==> src/sv/bprt_pkg.sv <==
// Shared types and constants of the button press relay toggler.
package bprt_pkg;

   // field and register widths
   localparam int TIMER_W     = 16;
   localparam int CNT_W       = 4;
   localparam int IDX_W       = 2;
   localparam int OUT_W       = 3;
   localparam int MAX_BUTTONS = 8;
   localparam int CSR_ADDR_W  = 2;
   localparam int CSR_DATA_W  = 16;

   // register indexes
   localparam logic [CSR_ADDR_W-1:0] CSR_SHORT_LIMIT  = 2'd0;
   localparam logic [CSR_ADDR_W-1:0] CSR_LONG_LIMIT   = 2'd1;
   localparam logic [CSR_ADDR_W-1:0] CSR_BLINK_PERIOD = 2'd2;
   localparam logic [CSR_ADDR_W-1:0] CSR_BLINK_COUNT  = 2'd3;

   // register reset values
   localparam logic [TIMER_W-1:0] SHORT_LIMIT_RST  = 16'd300;
   localparam logic [TIMER_W-1:0] LONG_LIMIT_RST   = 16'd5000;
   localparam logic [TIMER_W-1:0] BLINK_PERIOD_RST = 16'd100;
   localparam logic [CNT_W-1:0]   BLINK_COUNT_RST  = 4'd10;

   localparam logic [TIMER_W-1:0] TIMER_MAX = '1;

   // item codes
   localparam logic OP_TICK     = 1'b0;
   localparam logic OP_LEVEL    = 1'b1;
   localparam logic PIN_PRESSED = 1'b0;

   // what one item asks of a single button
   typedef struct packed {
      logic tick;
      logic press;
      logic release_pin;
   } hold_cmd_type;

   // what one item does to a single button
   typedef struct packed {
      logic held;
      logic short_ev;
      logic long_ev;
      logic expire;
   } hold_stat_type;

   // low bits of a button mask as seen on the result word
   function automatic logic [OUT_W-1:0] fit_out(input logic [MAX_BUTTONS-1:0] m);
      return m[OUT_W-1:0];
   endfunction

endpackage

==> src/sv/bprt_req_if.sv <==
// Request channel: one tick or one button level change per word.
interface bprt_req_if;
   logic                        valid;
   logic                        ready;
   logic                        opcode;
   logic [bprt_pkg::IDX_W-1:0]  button_index;
   logic                        pin_level;

   modport source (output valid, output opcode, output button_index,
                   output pin_level, input ready);
   modport sink   (input valid, input opcode, input button_index,
                   input pin_level, output ready);
endinterface

==> src/sv/bprt_rsp_if.sv <==
// Response channel: relay levels and press events, one word per request.
interface bprt_rsp_if;
   logic                        valid;
   logic                        ready;
   logic [bprt_pkg::OUT_W-1:0]  relay_levels;
   logic [bprt_pkg::OUT_W-1:0]  short_event;
   logic [bprt_pkg::OUT_W-1:0]  long_event;
   logic [bprt_pkg::OUT_W-1:0]  timeout_event;
   logic                        blinking;

   modport source (output valid, output relay_levels, output short_event,
                   output long_event, output timeout_event, output blinking,
                   input ready);
   modport sink   (input valid, input relay_levels, input short_event,
                   input long_event, input timeout_event, input blinking,
                   output ready);
endinterface

==> src/sv/bprt_hold.sv <==
// Hold timer and press classification of one button.
module bprt_hold (
   input  logic                          clock,
   input  logic                          reset,
   input  logic                          step,
   input  bprt_pkg::hold_cmd_type        cmd,
   input  logic [bprt_pkg::TIMER_W-1:0]  short_limit,
   input  logic [bprt_pkg::TIMER_W-1:0]  long_limit,
   output bprt_pkg::hold_stat_type       stat,
   output logic                          held
);

   logic [bprt_pkg::TIMER_W-1:0] timer_ff, timer_in, timer_inc;
   logic                         held_ff, held_in;

   // saturating tick count
   assign timer_inc = (timer_ff != bprt_pkg::TIMER_MAX) ?
                      timer_ff + bprt_pkg::TIMER_W'(1) : timer_ff;

   // next state for the word under way
   always_comb begin
      timer_in = timer_ff;
      held_in  = held_ff;
      stat     = '0;
      priority if (cmd.tick && held_ff) begin
         timer_in = timer_inc;
         if (timer_inc >= long_limit) begin
            held_in     = 1'b0;
            stat.expire = 1'b1;
         end
      end else if (cmd.press) begin
         timer_in = '0;
         held_in  = 1'b1;
      end else if (cmd.release_pin && held_ff) begin
         held_in = 1'b0;
         if (timer_ff < short_limit) begin
            stat.short_ev = 1'b1;
         end else if (timer_ff < long_limit) begin
            stat.long_ev = 1'b1;
         end
      end else begin
         held_in = held_ff;
      end
      stat.held = held_in;
   end

   always_ff @(posedge clock) begin
      if (reset) begin
         held_ff  <= 1'b0;
         timer_ff <= '0;
      end else if (step) begin
         held_ff  <= held_in;
         timer_ff <= timer_in;
      end
   end

   assign held = held_ff;

endmodule

==> src/sv/button_press_relay_toggler_unit.sv <==
// Top level of the button press relay toggler.
//
// req_ch carries one word per event: a time tick (opcode 0) or a new level of
// one active-low button (opcode 1, button_index, pin_level). Each request
// word yields exactly one word on rsp_ch: the relay levels after it, the
// short and long presses it recognised, the blink mask it started and
// whether a blink run is active.
// The csr_ port writes short_limit, long_limit, blink_period and blink_count
// by index. The user must write it only while no word is in flight; the
// block does not enforce this. A request word passes from the input
// register, which feeds the per-button timers and blink logic in one pass,
// into the response register. One word is accepted every cycle while rsp_ch
// does not stall; the state update of timers and masks sets that rate.
// When rsp_ch stalls, the response register holds its word and the input
// register takes one more word, after which req_ch.ready drops.
// Synchronous reset clears all timers, masks, relays and the pipeline and
// restores the register defaults; the block takes words from the next cycle.
module button_press_relay_toggler_unit #(
   parameter int BUTTONS = 3
) (
   input  logic                             clock,
   input  logic                             reset,
   bprt_req_if.sink                         req_ch,
   bprt_rsp_if.source                       rsp_ch,
   input  logic                             csr_we,
   input  logic [bprt_pkg::CSR_ADDR_W-1:0]  csr_index,
   input  logic [bprt_pkg::CSR_DATA_W-1:0]  csr_wdata
);

   localparam int WIDE_W = bprt_pkg::MAX_BUTTONS;
   localparam int TW     = bprt_pkg::TIMER_W;
   localparam int CW     = bprt_pkg::CNT_W;

   // configuration registers
   logic [TW-1:0] short_limit_ff, long_limit_ff, blink_period_ff;
   logic [CW-1:0] blink_count_ff;

   always_ff @(posedge clock) begin
      if (reset) begin
         short_limit_ff  <= bprt_pkg::SHORT_LIMIT_RST;
         long_limit_ff   <= bprt_pkg::LONG_LIMIT_RST;
         blink_period_ff <= bprt_pkg::BLINK_PERIOD_RST;
         blink_count_ff  <= bprt_pkg::BLINK_COUNT_RST;
      end else if (csr_we) begin
         unique case (csr_index)
            bprt_pkg::CSR_SHORT_LIMIT:  short_limit_ff  <= csr_wdata;
            bprt_pkg::CSR_LONG_LIMIT:   long_limit_ff   <= csr_wdata;
            bprt_pkg::CSR_BLINK_PERIOD: blink_period_ff <= csr_wdata;
            bprt_pkg::CSR_BLINK_COUNT:  blink_count_ff  <= csr_wdata[CW-1:0];
         endcase
      end
   end

   // input register
   logic                        in_valid_ff;
   logic                        in_opcode_ff;
   logic [bprt_pkg::IDX_W-1:0]  in_index_ff;
   logic                        in_level_ff;
   logic                        out_valid_ff;
   logic                        step;

   assign step         = in_valid_ff && (!out_valid_ff || rsp_ch.ready);
   assign req_ch.ready = !in_valid_ff || step;

   always_ff @(posedge clock) begin
      if (reset) begin
         in_valid_ff <= 1'b0;
      end else if (req_ch.ready) begin
         in_valid_ff <= req_ch.valid;
      end
   end

   always_ff @(posedge clock) begin
      if (req_ch.ready && req_ch.valid) begin
         in_opcode_ff <= req_ch.opcode;
         in_index_ff  <= req_ch.button_index;
         in_level_ff  <= req_ch.pin_level;
      end
   end

   // per-button hold timers
   logic               is_tick;
   logic [BUTTONS-1:0] held_next, held_now, short_vec, long_vec, expire_vec;

   assign is_tick = (in_opcode_ff == bprt_pkg::OP_TICK);

   for (genvar i = 0; i < BUTTONS; i++) begin : g_btn
      bprt_pkg::hold_cmd_type  cmd;
      bprt_pkg::hold_stat_type stat;
      logic                    hit;

      assign hit = (in_opcode_ff == bprt_pkg::OP_LEVEL) && (32'(in_index_ff) == i);
      assign cmd.tick        = is_tick;
      assign cmd.press       = hit && (in_level_ff == bprt_pkg::PIN_PRESSED);
      assign cmd.release_pin = hit && (in_level_ff != bprt_pkg::PIN_PRESSED);

      bprt_hold u_hold (
         .clock       (clock),
         .reset       (reset),
         .step        (step),
         .cmd         (cmd),
         .short_limit (short_limit_ff),
         .long_limit  (long_limit_ff),
         .stat        (stat),
         .held        (held_now[i])
      );

      assign held_next[i]  = stat.held;
      assign short_vec[i]  = stat.short_ev;
      assign long_vec[i]   = stat.long_ev;
      assign expire_vec[i] = stat.expire;
   end

   // blink run and relay state
   logic [BUTTONS-1:0] expired_ff, expired_in;
   logic [BUTTONS-1:0] relay_ff, relay_in;
   logic [BUTTONS-1:0] mask_ff, mask_in;
   logic [BUTTONS-1:0] start_vec;
   logic [TW-1:0]      btimer_ff, btimer_in, btimer_inc;
   logic [CW-1:0]      toggles_ff, toggles_in, toggles_inc;

   assign btimer_inc  = (btimer_ff != bprt_pkg::TIMER_MAX) ?
                        btimer_ff + TW'(1) : btimer_ff;
   assign toggles_inc = toggles_ff + CW'(1);

   always_comb begin
      mask_in    = mask_ff;
      btimer_in  = btimer_ff;
      toggles_in = toggles_ff;
      relay_in   = relay_ff;
      expired_in = expired_ff | expire_vec;
      start_vec  = '0;

      // blink advance on a tick
      if (is_tick && (mask_ff != '0)) begin
         if (btimer_inc >= blink_period_ff) begin
            btimer_in = '0;
            relay_in  = relay_ff ^ mask_ff;
            if (toggles_inc >= blink_count_ff) begin
               mask_in    = '0;
               toggles_in = '0;
            end else begin
               toggles_in = toggles_inc;
            end
         end else begin
            btimer_in = btimer_inc;
         end
      end

      // releases toggle their own relay
      relay_in = relay_in ^ short_vec ^ long_vec;

      // start (or restart) a blink run once nothing is held
      if ((held_next == '0) && (expired_in != '0)) begin
         start_vec  = expired_in;
         mask_in    = expired_in;
         expired_in = '0;
         btimer_in  = '0;
         toggles_in = '0;
      end
   end

   always_ff @(posedge clock) begin
      if (reset) begin
         expired_ff <= '0;
         relay_ff   <= '0;
         mask_ff    <= '0;
         btimer_ff  <= '0;
         toggles_ff <= '0;
      end else if (step) begin
         expired_ff <= expired_in;
         relay_ff   <= relay_in;
         mask_ff    <= mask_in;
         btimer_ff  <= btimer_in;
         toggles_ff <= toggles_in;
      end
   end

   // response register
   logic [bprt_pkg::OUT_W-1:0] out_relay_ff, out_short_ff, out_long_ff, out_start_ff;
   logic                       out_blink_ff;

   always_ff @(posedge clock) begin
      if (reset) begin
         out_valid_ff <= 1'b0;
      end else if (step) begin
         out_valid_ff <= 1'b1;
      end else if (rsp_ch.ready) begin
         out_valid_ff <= 1'b0;
      end
   end

   always_ff @(posedge clock) begin
      if (step) begin
         out_relay_ff <= bprt_pkg::fit_out(WIDE_W'(relay_in));
         out_short_ff <= bprt_pkg::fit_out(WIDE_W'(short_vec));
         out_long_ff  <= bprt_pkg::fit_out(WIDE_W'(long_vec));
         out_start_ff <= bprt_pkg::fit_out(WIDE_W'(start_vec));
         out_blink_ff <= (mask_in != '0);
      end
   end

   assign rsp_ch.valid         = out_valid_ff;
   assign rsp_ch.relay_levels  = out_relay_ff;
   assign rsp_ch.short_event   = out_short_ff;
   assign rsp_ch.long_event    = out_long_ff;
   assign rsp_ch.timeout_event = out_start_ff;
   assign rsp_ch.blinking      = out_blink_ff;

   // checks
   a_expired_needs_held: assert property (@(posedge clock) disable iff (reset)
      (held_now == '0) |-> (expired_ff == '0))
      else $error("expired mask left pending with no button held");

   a_rsp_matches_state: assert property (@(posedge clock) disable iff (reset)
      out_valid_ff |-> (out_blink_ff == (mask_ff != '0)) &&
                       (out_relay_ff == bprt_pkg::fit_out(WIDE_W'(relay_ff))))
      else $error("response word out of step with relay or blink state");

   a_input_kept: assert property (@(posedge clock) disable iff (reset)
      (in_valid_ff && !step) |=> in_valid_ff)
      else $error("pending request word lost");

   a_events_disjoint: assert property (@(posedge clock) disable iff (reset)
      step |-> ((short_vec & long_vec) == '0) &&
               ($countones(short_vec | long_vec) <= 1))
      else $error("more than one press recognised by one word");

endmodule
==> src/flat_wrapper.sv <==
// flat-port wrapper written by rule: the top's interface ports become plain ports
module button_press_relay_toggler_unit_flat 
#(
   parameter int BUTTONS = 3
)
  (clock, reset, csr_we, csr_index, csr_wdata, req_ch_valid, req_ch_opcode, req_ch_button_index, req_ch_pin_level, req_ch_ready, rsp_ch_valid, rsp_ch_relay_levels, rsp_ch_short_event, rsp_ch_long_event, rsp_ch_timeout_event, rsp_ch_blinking, rsp_ch_ready);
  bprt_req_if req_ch_i ();
  bprt_rsp_if rsp_ch_i ();
  input  logic clock;
  input  logic reset;
  input  logic csr_we;
  input  logic [bprt_pkg::CSR_ADDR_W-1:0] csr_index;
  input  logic [bprt_pkg::CSR_DATA_W-1:0] csr_wdata;
  input wire logic [$bits(req_ch_i.valid)-1:0] req_ch_valid;
  input wire logic [$bits(req_ch_i.opcode)-1:0] req_ch_opcode;
  input wire logic [$bits(req_ch_i.button_index)-1:0] req_ch_button_index;
  input wire logic [$bits(req_ch_i.pin_level)-1:0] req_ch_pin_level;
  output wire logic [$bits(req_ch_i.ready)-1:0] req_ch_ready;
  output wire logic [$bits(rsp_ch_i.valid)-1:0] rsp_ch_valid;
  output wire logic [$bits(rsp_ch_i.relay_levels)-1:0] rsp_ch_relay_levels;
  output wire logic [$bits(rsp_ch_i.short_event)-1:0] rsp_ch_short_event;
  output wire logic [$bits(rsp_ch_i.long_event)-1:0] rsp_ch_long_event;
  output wire logic [$bits(rsp_ch_i.timeout_event)-1:0] rsp_ch_timeout_event;
  output wire logic [$bits(rsp_ch_i.blinking)-1:0] rsp_ch_blinking;
  input wire logic [$bits(rsp_ch_i.ready)-1:0] rsp_ch_ready;
  assign req_ch_i.valid = req_ch_valid;
  assign req_ch_i.opcode = req_ch_opcode;
  assign req_ch_i.button_index = req_ch_button_index;
  assign req_ch_i.pin_level = req_ch_pin_level;
  assign req_ch_ready = req_ch_i.ready;
  assign rsp_ch_valid = rsp_ch_i.valid;
  assign rsp_ch_relay_levels = rsp_ch_i.relay_levels;
  assign rsp_ch_short_event = rsp_ch_i.short_event;
  assign rsp_ch_long_event = rsp_ch_i.long_event;
  assign rsp_ch_timeout_event = rsp_ch_i.timeout_event;
  assign rsp_ch_blinking = rsp_ch_i.blinking;
  assign rsp_ch_i.ready = rsp_ch_ready;
  button_press_relay_toggler_unit #(.BUTTONS(BUTTONS)) u_core (.clock(clock), .reset(reset), .req_ch(req_ch_i), .rsp_ch(rsp_ch_i), .csr_we(csr_we), .csr_index(csr_index), .csr_wdata(csr_wdata));
endmodule
==> config.mk <==
export PLATFORM = sky130hd
export DESIGN_NAME = button_press_relay_toggler_unit_flat
export DESIGN_NICKNAME = d
export VERILOG_FILES = /design/src/sv/bprt_pkg.sv /design/src/sv/bprt_req_if.sv /design/src/sv/bprt_rsp_if.sv /design/src/sv/bprt_hold.sv /design/src/sv/button_press_relay_toggler_unit.sv /design/src/flat_wrapper.sv
export SDC_FILE = /design/constraint.sdc
export NUM_CORES = 1
export LEC_CHECK = 0
export BUFFER_PORTS_ARGS = -buffer_cell sky130_fd_sc_hd__buf_2
export CAP_MARGIN = 40
export CORE_ASPECT_RATIO = 0.8
export CORE_MARGIN = 2
export CORE_UTILIZATION = 40
export DETAILED_ROUTE_END_ITERATION = 10
export SYNTH_ARGS = -nofsm -noshare
export SYNTH_HDL_FRONTEND = slang
export SYNTH_SLANG_ARGS = --single-unit
export TNS_END_PERCENT = 100
==> constraint.sdc <==
create_clock -name clock -period 6.1 [get_ports clock]
set_input_delay 0.915 -clock clock [delete_from_list [all_inputs] [get_ports clock]]
set_output_delay 0.915 -clock clock [all_outputs]
set_load 0.01 [all_outputs]
==> impl_metrics.json, run 1 <==
{
  "status": "finished clean",
  "htree_levels": 4,
  "r2r_slack_ps": 1000,
  "final-hold-violation-count": 0,
  "p_seq_share_pct": 45.7,
  "syn_nets": 1501,
  "rsz0062_at_grt": "false",
  "synthArstFlopShare_pct": 0,
  "viasPerCell": 5.73,
  "synth.distinct_cells": 70,
  "grt_max_degree": 56,
  "clock_power_share_pct": 46.1,
  "drt-pass1-iter-count": 6,
  "critPathLaunchType": "register",
  "criticalPathCategory": "register to register",
  "regArea_um2": 3190,
  "relSlewSlack_pct": 42.6,
  "hold_class": "register to register",
  "first_global_vias": 8783,
  "leakage_nw": 4.99,
  "nets": 1528,
  "finalMaxSlewViolations": 0,
  "syn_inst": 1311,
  "ys_warn_count": 0,
  "root_buffer": "clkbuf_16",
  "netlist_area_um2": 10800,
  "critPathRequiredTime_ps": 6430,
  "core_area_um2": 26400,
  "crit_fanout": 10,
  "skew_ps": 13.2,
  "peakVddDrop_v": 0.000201,
  "synth.avg_cell_area_um2": 8.23,
  "power.density_nw_per_um2": 190,
  "clk_pin_slew_worst_paths_ps": 60,
  "p_int_mw": 1.68,
  "fillCellCount": 2708,
  "port-buffer-count": 41,
  "antenna_found_initial": 0,
  "drc_errors": 0,
  "yosysSeqAreaShare_pct": 29.6,
  "worstMarginPinSlew_ps": 855,
  "gp_congestion": 0.917,
  "whs_path_depth": 2,
  "grt_overflow": 0,
  "cts.repair.resized": 0,
  "synth-edff-count": 17,
  "clk_latency_ps": 440,
  "ctsHoldBuffers": 0,
  "drv_cap": 0,
  "max_freq_mhz": 196,
  "num_vias": 9775,
  "cts_tree": "yes",
  "combPwrFrac_pct": 8.2,
  "wl_per_cell_um": 18.7,
  "setup_viol": 0,
  "die_y_um": 151,
  "die-area_um2": 28300,
  "grt_pass1_wl_mm": 49.4,
  "n_antenna_cell": 0,
  "grt_use_total_pct": 22.7,
  "drt-total-wl_mm": 32.0,
  "layout-drive-gt1-share_pct": 8.08,
  "cts_buffers": 17,
  "end_kind": "register",
  "dp_hpwl_mm": 23.8,
  "cts_setup_buffers": 0,
  "ys_seq_elements": 151,
  "drt_first_iter_violations": 895,
  "cp.arrival_ps": 5440,
  "period_share_pct": 83.7,
  "final_util_pct": 45.2,
  "io_pins": 42,
  "cts_sinks": 151,
  "drtAntennaViolNets": 0,
  "placementRows": 53,
  "multi_input_area_um2": 7170,
  "initial_core_util_pct": 40.9,
  "reg2reg_depth": 15,
  "clk_path_buf_depth": 2,
  "switching_share_pct": 26.0,
  "layout_min_cycle_time_ps": 5100,
  "synthFlopType": "dfxtp_1",
  "die_x_um": 188,
  "switchingPower_mw": 0.590,
  "syn_to_final_growth_pct": 10.6,
  "setup_tns_ps": 0
}
==> sequential cells by signal, indices dropped and copies added (netlist names), 2 cells and up <==
register	cells
u_core.mask_ff	3
u_core.rsp_ch.relay_levels	3
u_core.short_limit_ff	16
u_core.g_btn.u_hold.held	3
u_core.in_index_ff	2
u_core.btimer_ff	16
u_core.rsp_ch.timeout_event	3
u_core.blink_period_ff	16
u_core.expired_ff	3
u_core.relay_ff	3
u_core.long_limit_ff	16
u_core.g_btn.u_hold.timer_ff	48
u_core.rsp_ch.short_event	3
u_core.blink_count_ff	4
u_core.toggles_ff	4
u_core.rsp_ch.long_event	3
==> worst max-delay path: stages (launching register included) <==
cell and delay (ps):
dfxtp_1 500, and4_1 290, nand4_1 200, nor4_2 750, nor2_1 210, and3_1 290
xor2_1 160, ha_1 310, nand2_1 60, or3_1 330, or4_4 590, a31oi_4 240
o221ai_4 210, or2_1 420, a31o_4 290, o22a_1 150
==> through the flow <==
stage	worst slack, ps	instance area [µm²]	instances	total power [mW]	hold slack (ps)
finish	995	11900	1706	2.27	455
global route	716	11900	1706	2.35	471
global placement	1190	11300	1670	1.24	442
floorplan	1630	10800	1311	1.17	436
detailed placement	1130	11400	1676	1.24	447
CTS	1090	11900	1706	2.29	456
==> kinds of logic after synthesis <==
group | count (synthesis) | share of synthesized area [%]
and+or+nand+nor | 492 | 22.0
DFF | 151 | 29.6
xor gates and xnor gates | 47 | 3.81
muxes | 12 | 1.18
adders and majority gates | 163 | 18.9
AOI/OAI and AO/OA | 332 | 20.5
buffers and inverters | 114 | 4.07
==> worst paths after layout <==
check                                                         from                          to
worst max-delay path            u_core.g_btn[1].u_hold.timer_ff[4]        u_core.toggles_ff[2]
worst min-delay path                    u_core.blink_period_ff[10]  u_core.blink_period_ff[10]
worst min register to register          u_core.blink_period_ff[10]  u_core.blink_period_ff[10]
worst max register to register  u_core.g_btn[1].u_hold.timer_ff[4]        u_core.toggles_ff[2]
==> power by group through the flow <==
| stage | Combinational (mW) | Sequential, mW | Clock (mW) |
|---|---|---|---|
| finish | 0.186 | 1.04 | 1.05 |
| global route | 0.206 | 1.04 | 1.10 |
| detailed placement | 0.183 | 1.06 | 0 |
| CTS | 0.185 | 1.04 | 1.07 |
| floorplan | 0.117 | 1.05 | 0 |
| global placement | 0.178 | 1.06 | 0 |
==> layout make-up <==
cell class                 instances  share of cell area, %
timing repair buffer              53                   2.62
clock buffer                      21                   3.95
inverter                          69                   2.17
sequential                       151                   26.7
tap                              357                   3.74
clock inverter                     9                  0.754
multi-input combinational       1046                   60.0
==> routing by layer <==
metal / vias to the layer above / global-route usage (%) / wire (µm)
li1: 4857 / - / -
met1: 4574 / 32.5 / 15600
met2: 297 / 33.2 / 13200
met3: 47 / 5.98 / 2520
met4: 0 / 7.24 / 664
met5: - / 0 / 0
==> layout by cell type, fill, tap and decap left out, drive strengths merged, types with 6 or more instances in the layout <==
cell,instances
dfxtp,134
a31oi,17
nor3,36
a22o,13
ha,163
inv,72
clkbuf,21
a21oi,102
edfxtp,17
mux2,6
nor4,10
xor2,17
nand2,183
nand2b,20
and3,10
buf,53
mux2i,6
or4,6
nor2b,20
nand3,26
a21o,32
nor2,97
o21ai,56
a311oi,16
xnor2,30
nand4,42
and4,7
or3,12
or2,6
a22oi,19
a211oi,9
o211ai,22
==> cell usage after synthesis, types with 30 or more instances <==
master,n,share of area [%]
dfxtp_1,134,25
nand4_1,42,2.4
nand2_1,183,6.4
inv_1,68,2.4
clkbuf_1,39,1.4
a21oi_1,102,4.7
xnor2_1,30,2.4
a21o_1,32,2.2
o21ai_0,53,2.5
ha_1,163,19
nor2_1,97,3.4
nor3_1,35,1.6
No activity file was read; power rests on OpenSTA's default activity.
==> run 2: changes to the inputs <==
Settings changed: ABC_AREA set to 1.
Clock period 6.1 ns to 4.38 ns, I/O delays scaled along.
==> run 2 against run 1 <==
  * Maximum frequency increased by 27%
  * Critical path type unchanged
  * Sequential share of layout area fell by 0.98 points
  * Highest routed layer unchanged
  * First-iteration DRC count decreased by 22%
==> impl_metrics.json, run 2 <==
{
  "drt-total-wl_mm": 31.0,
  "grt_max_degree": 62,
  "htree_levels": 4,
  "finalMaxSlewViolations": 0,
  "fillCellCount": 2853,
  "period_share_pct": 91.6,
  "switchingPower_mw": 0.930,
  "layout_min_cycle_time_ps": 4010,
  "port-buffer-count": 41,
  "clock_power_share_pct": 45.0,
  "wl_per_cell_um": 15.5,
  "drc_errors": 0,
  "drt_first_iter_violations": 700,
  "synth-edff-count": 17,
  "grt_pass1_wl_mm": 49.9,
  "critPathLaunchType": "register",
  "drv_cap": 0,
  "p_int_mw": 2.49,
  "synth_common_cells": "nand2_1 (349), inv_1 (212), a21oi_1 (191)",
  "synth_area_leaders": "dfxtp_1 (24%), ha_1 (18%), nand2_1 (12%)",
  "grt_overflow": 0,
  "synth.most_common_cell": "nand2_1",
  "worstMarginPinSlew_ps": 789,
  "yosysSeqAreaShare_pct": 28.6,
  "synth.distinct_cells": 49,
  "mostFrequentLayoutCells": "nand2_1 (348), inv_1 (212), a21oi_1 (190), ha_1 (163), dfxtp_1 (134)",
  "yosysTopAreaCellShare_pct": 24.0,
  "cts_sinks": 151,
  "clk_pin_slew_worst_paths_ps": 70,
  "first_global_vias": 9600,
  "synth.avg_cell_area_um2": 7.04,
  "power.density_nw_per_um2": 276,
  "num_vias": 10473,
  "mostFrequentLayoutCell": "nand2_1",
  "hold_class": "primary input to register",
  "critPathSlowestCell": "dfxtp_1",
  "clk_latency_ps": 450,
  "drt-pass1-iter-count": 5,
  "reg2reg_depth": 25,
  "syn_to_final_growth_pct": 11.0,
  "crit_fanout": 32,
  "leakage_nw": 5.78,
  "cp_slowest_stage_delay_ps": 470,
  "dp.cells": 1968,
  "end_kind": "register",
  "max_freq_mhz": 249,
  "n_antenna_cell": 0,
  "p_seq_share_pct": 43.0,
  "gp_congestion": 0.903,
  "power_mw": 3.42,
  "cts_tree": "yes",
  "die_y_um": 153,
  "critPathRequiredTime_ps": 4720,
  "yosys.area.top_type": "dfxtp_1",
  "antenna_found_initial": 0,
  "placementRows": 54,
  "nets": 1813,
  "netlist_area_um2": 11200,
  "criticalPathCategory": "register to register",
  "ys_seq_elements": 151,
  "switching_share_pct": 27.2,
  "peakVddDrop_v": 0.000271,
  "cts_buffers": 17,
  "syn_inst": 1586,
  "drtAntennaViolNets": 0,
  "whs_path_depth": 1,
  "setup_viol": 0,
  "combPwrFrac_pct": 12.0,
  "relSlewSlack_pct": 47.4,
  "top_register": "u_core.g_btn.u_hold.timer_ff",
  "final-hold-violation-count": 0,
  "core_area_um2": 27400,
  "viasPerCell": 5.24,
  "post-place-ws_ps": 292,
  "synthArstFlopShare_pct": 0,
  "layout-drive-gt1-share_pct": 8.50,
  "syn_nets": 1776,
  "largest_register_ffs": 48,
  "die_x_um": 191,
  "setup_ws_ps": 368,
  "rsz0062_at_grt": "false",
  "status": "finished clean",
  "ys_warn_count": 0,
  "cp.arrival_ps": 4350,
  "layout.cells.non_filler": 2000,
  "root_buffer": "clkbuf_16",
  "dp_hpwl_mm": 24.3,
  "io_pins": 42,
  "setup_tns_ps": 0,
  "skew_ps": 11.7,
  "clk_path_buf_depth": 2,
  "die-area_um2": 29300,
  "grt_use_total_pct": 21.8,
  "synthFlopType": "dfxtp_1",
  "initial_core_util_pct": 40.8
}
run 2: cell types whose count changed after synthesis, moves of 20 or more:
cell,before,now
nand2_1,183,349
inv_1,68,212
a21oi_1,102,191
nand3_1,26,88
nor2_1,97,128
a21o_1,32,4
o21ai_0,53,78
nand2b_1,20,0
nor2b_1,20,0
run 2: per-layer routing:
layer	track usage [%]	part of all wire, %	vias to the layer above
met1	31.8	51	4823
met4	5.76	1.4	0
met3	3.88	6.1	32
li1	-	-	5360
met5	0	0	-
met2	32.8	42	258
run 2: layout make-up:
type / count / area (µm²) / area share, %
clock buffer: 22 / 495 / 4.00
clock inverter: 10 / 116 / 0.939
inverter: 225 / 846 / 6.82
multi-input combinational: 1174 / 6970 / 56.2
sequential: 151 / 3190 / 25.8
tap: 364 / 455 / 3.67
timing repair buffer: 54 / 319 / 2.57
run 2: worst paths after layout:
path                                 startpoint                        end  slack, ps
min                               req_ch_opcode        u_core.in_opcode_ff        380
max          u_core.g_btn[0].u_hold.timer_ff[3]        u_core.btimer_ff[4]        370
max reg2reg  u_core.g_btn[0].u_hold.timer_ff[3]        u_core.btimer_ff[4]        370
min reg2reg           u_core.blink_period_ff[1]  u_core.blink_period_ff[1]        460
run 2: cells by family after synthesis:
| kind of cell | Yosys count | share of synthesized area [%] |
|---|---|---|
| and+or+nand+nor | 662 | 26.2 |
| xor gates and xnor gates | 29 | 2.27 |
| adders and majority gates | 163 | 18.3 |
| DFF | 151 | 28.6 |
| buffers and inverters | 261 | 9.10 |
| AOI/OAI and AO/OA | 320 | 15.5 |
run 2: worst max-delay path, delay by kind of cell, from the launching register on:
| kind | cells | cell delay, ps |
|---|---|---|
| and+or+nand+nor | 18 | 2230 |
| buffers and inverters | 4 | 560 |
| DFF | 1 | 470 |
| adders and majority gates | 1 | 300 |
| xor gates and xnor gates | 1 | 160 |
| AOI/OAI and AO/OA | 1 | 160 |
run 2: power by group through the flow:
stage	Combinational, mW	Sequential [mW]	Clock [mW]
3_3_place_gp	0.396	1.50	0
4_1_cts	0.410	1.47	1.57
6_report	0.410	1.47	1.54
2_1_floorplan	0.274	1.50	0
5_1_grt	0.465	1.48	1.63
3_5_place_dp	0.408	1.50	0
run 2: metrics by stage:
step                cell area [µm²]  utilization [%]  hold slack [ps]
finish                        12400             45.3              383
global placement              11700             42.9              457
CTS                           12400             45.2              365
detailed placement            11800             43.0              459
global route                  12400             45.3              361
floorplan                     11200                -              435
run 2: what timing repair did:
action | 4_1_cts | 5_1_grt
setup endpoints to repair | 0 | 19
resized for setup | 0 | 4
endpoints found under the hold margin | 0 | 0
buffers inserted | 0 | 0
hold buffers | 0 | 0
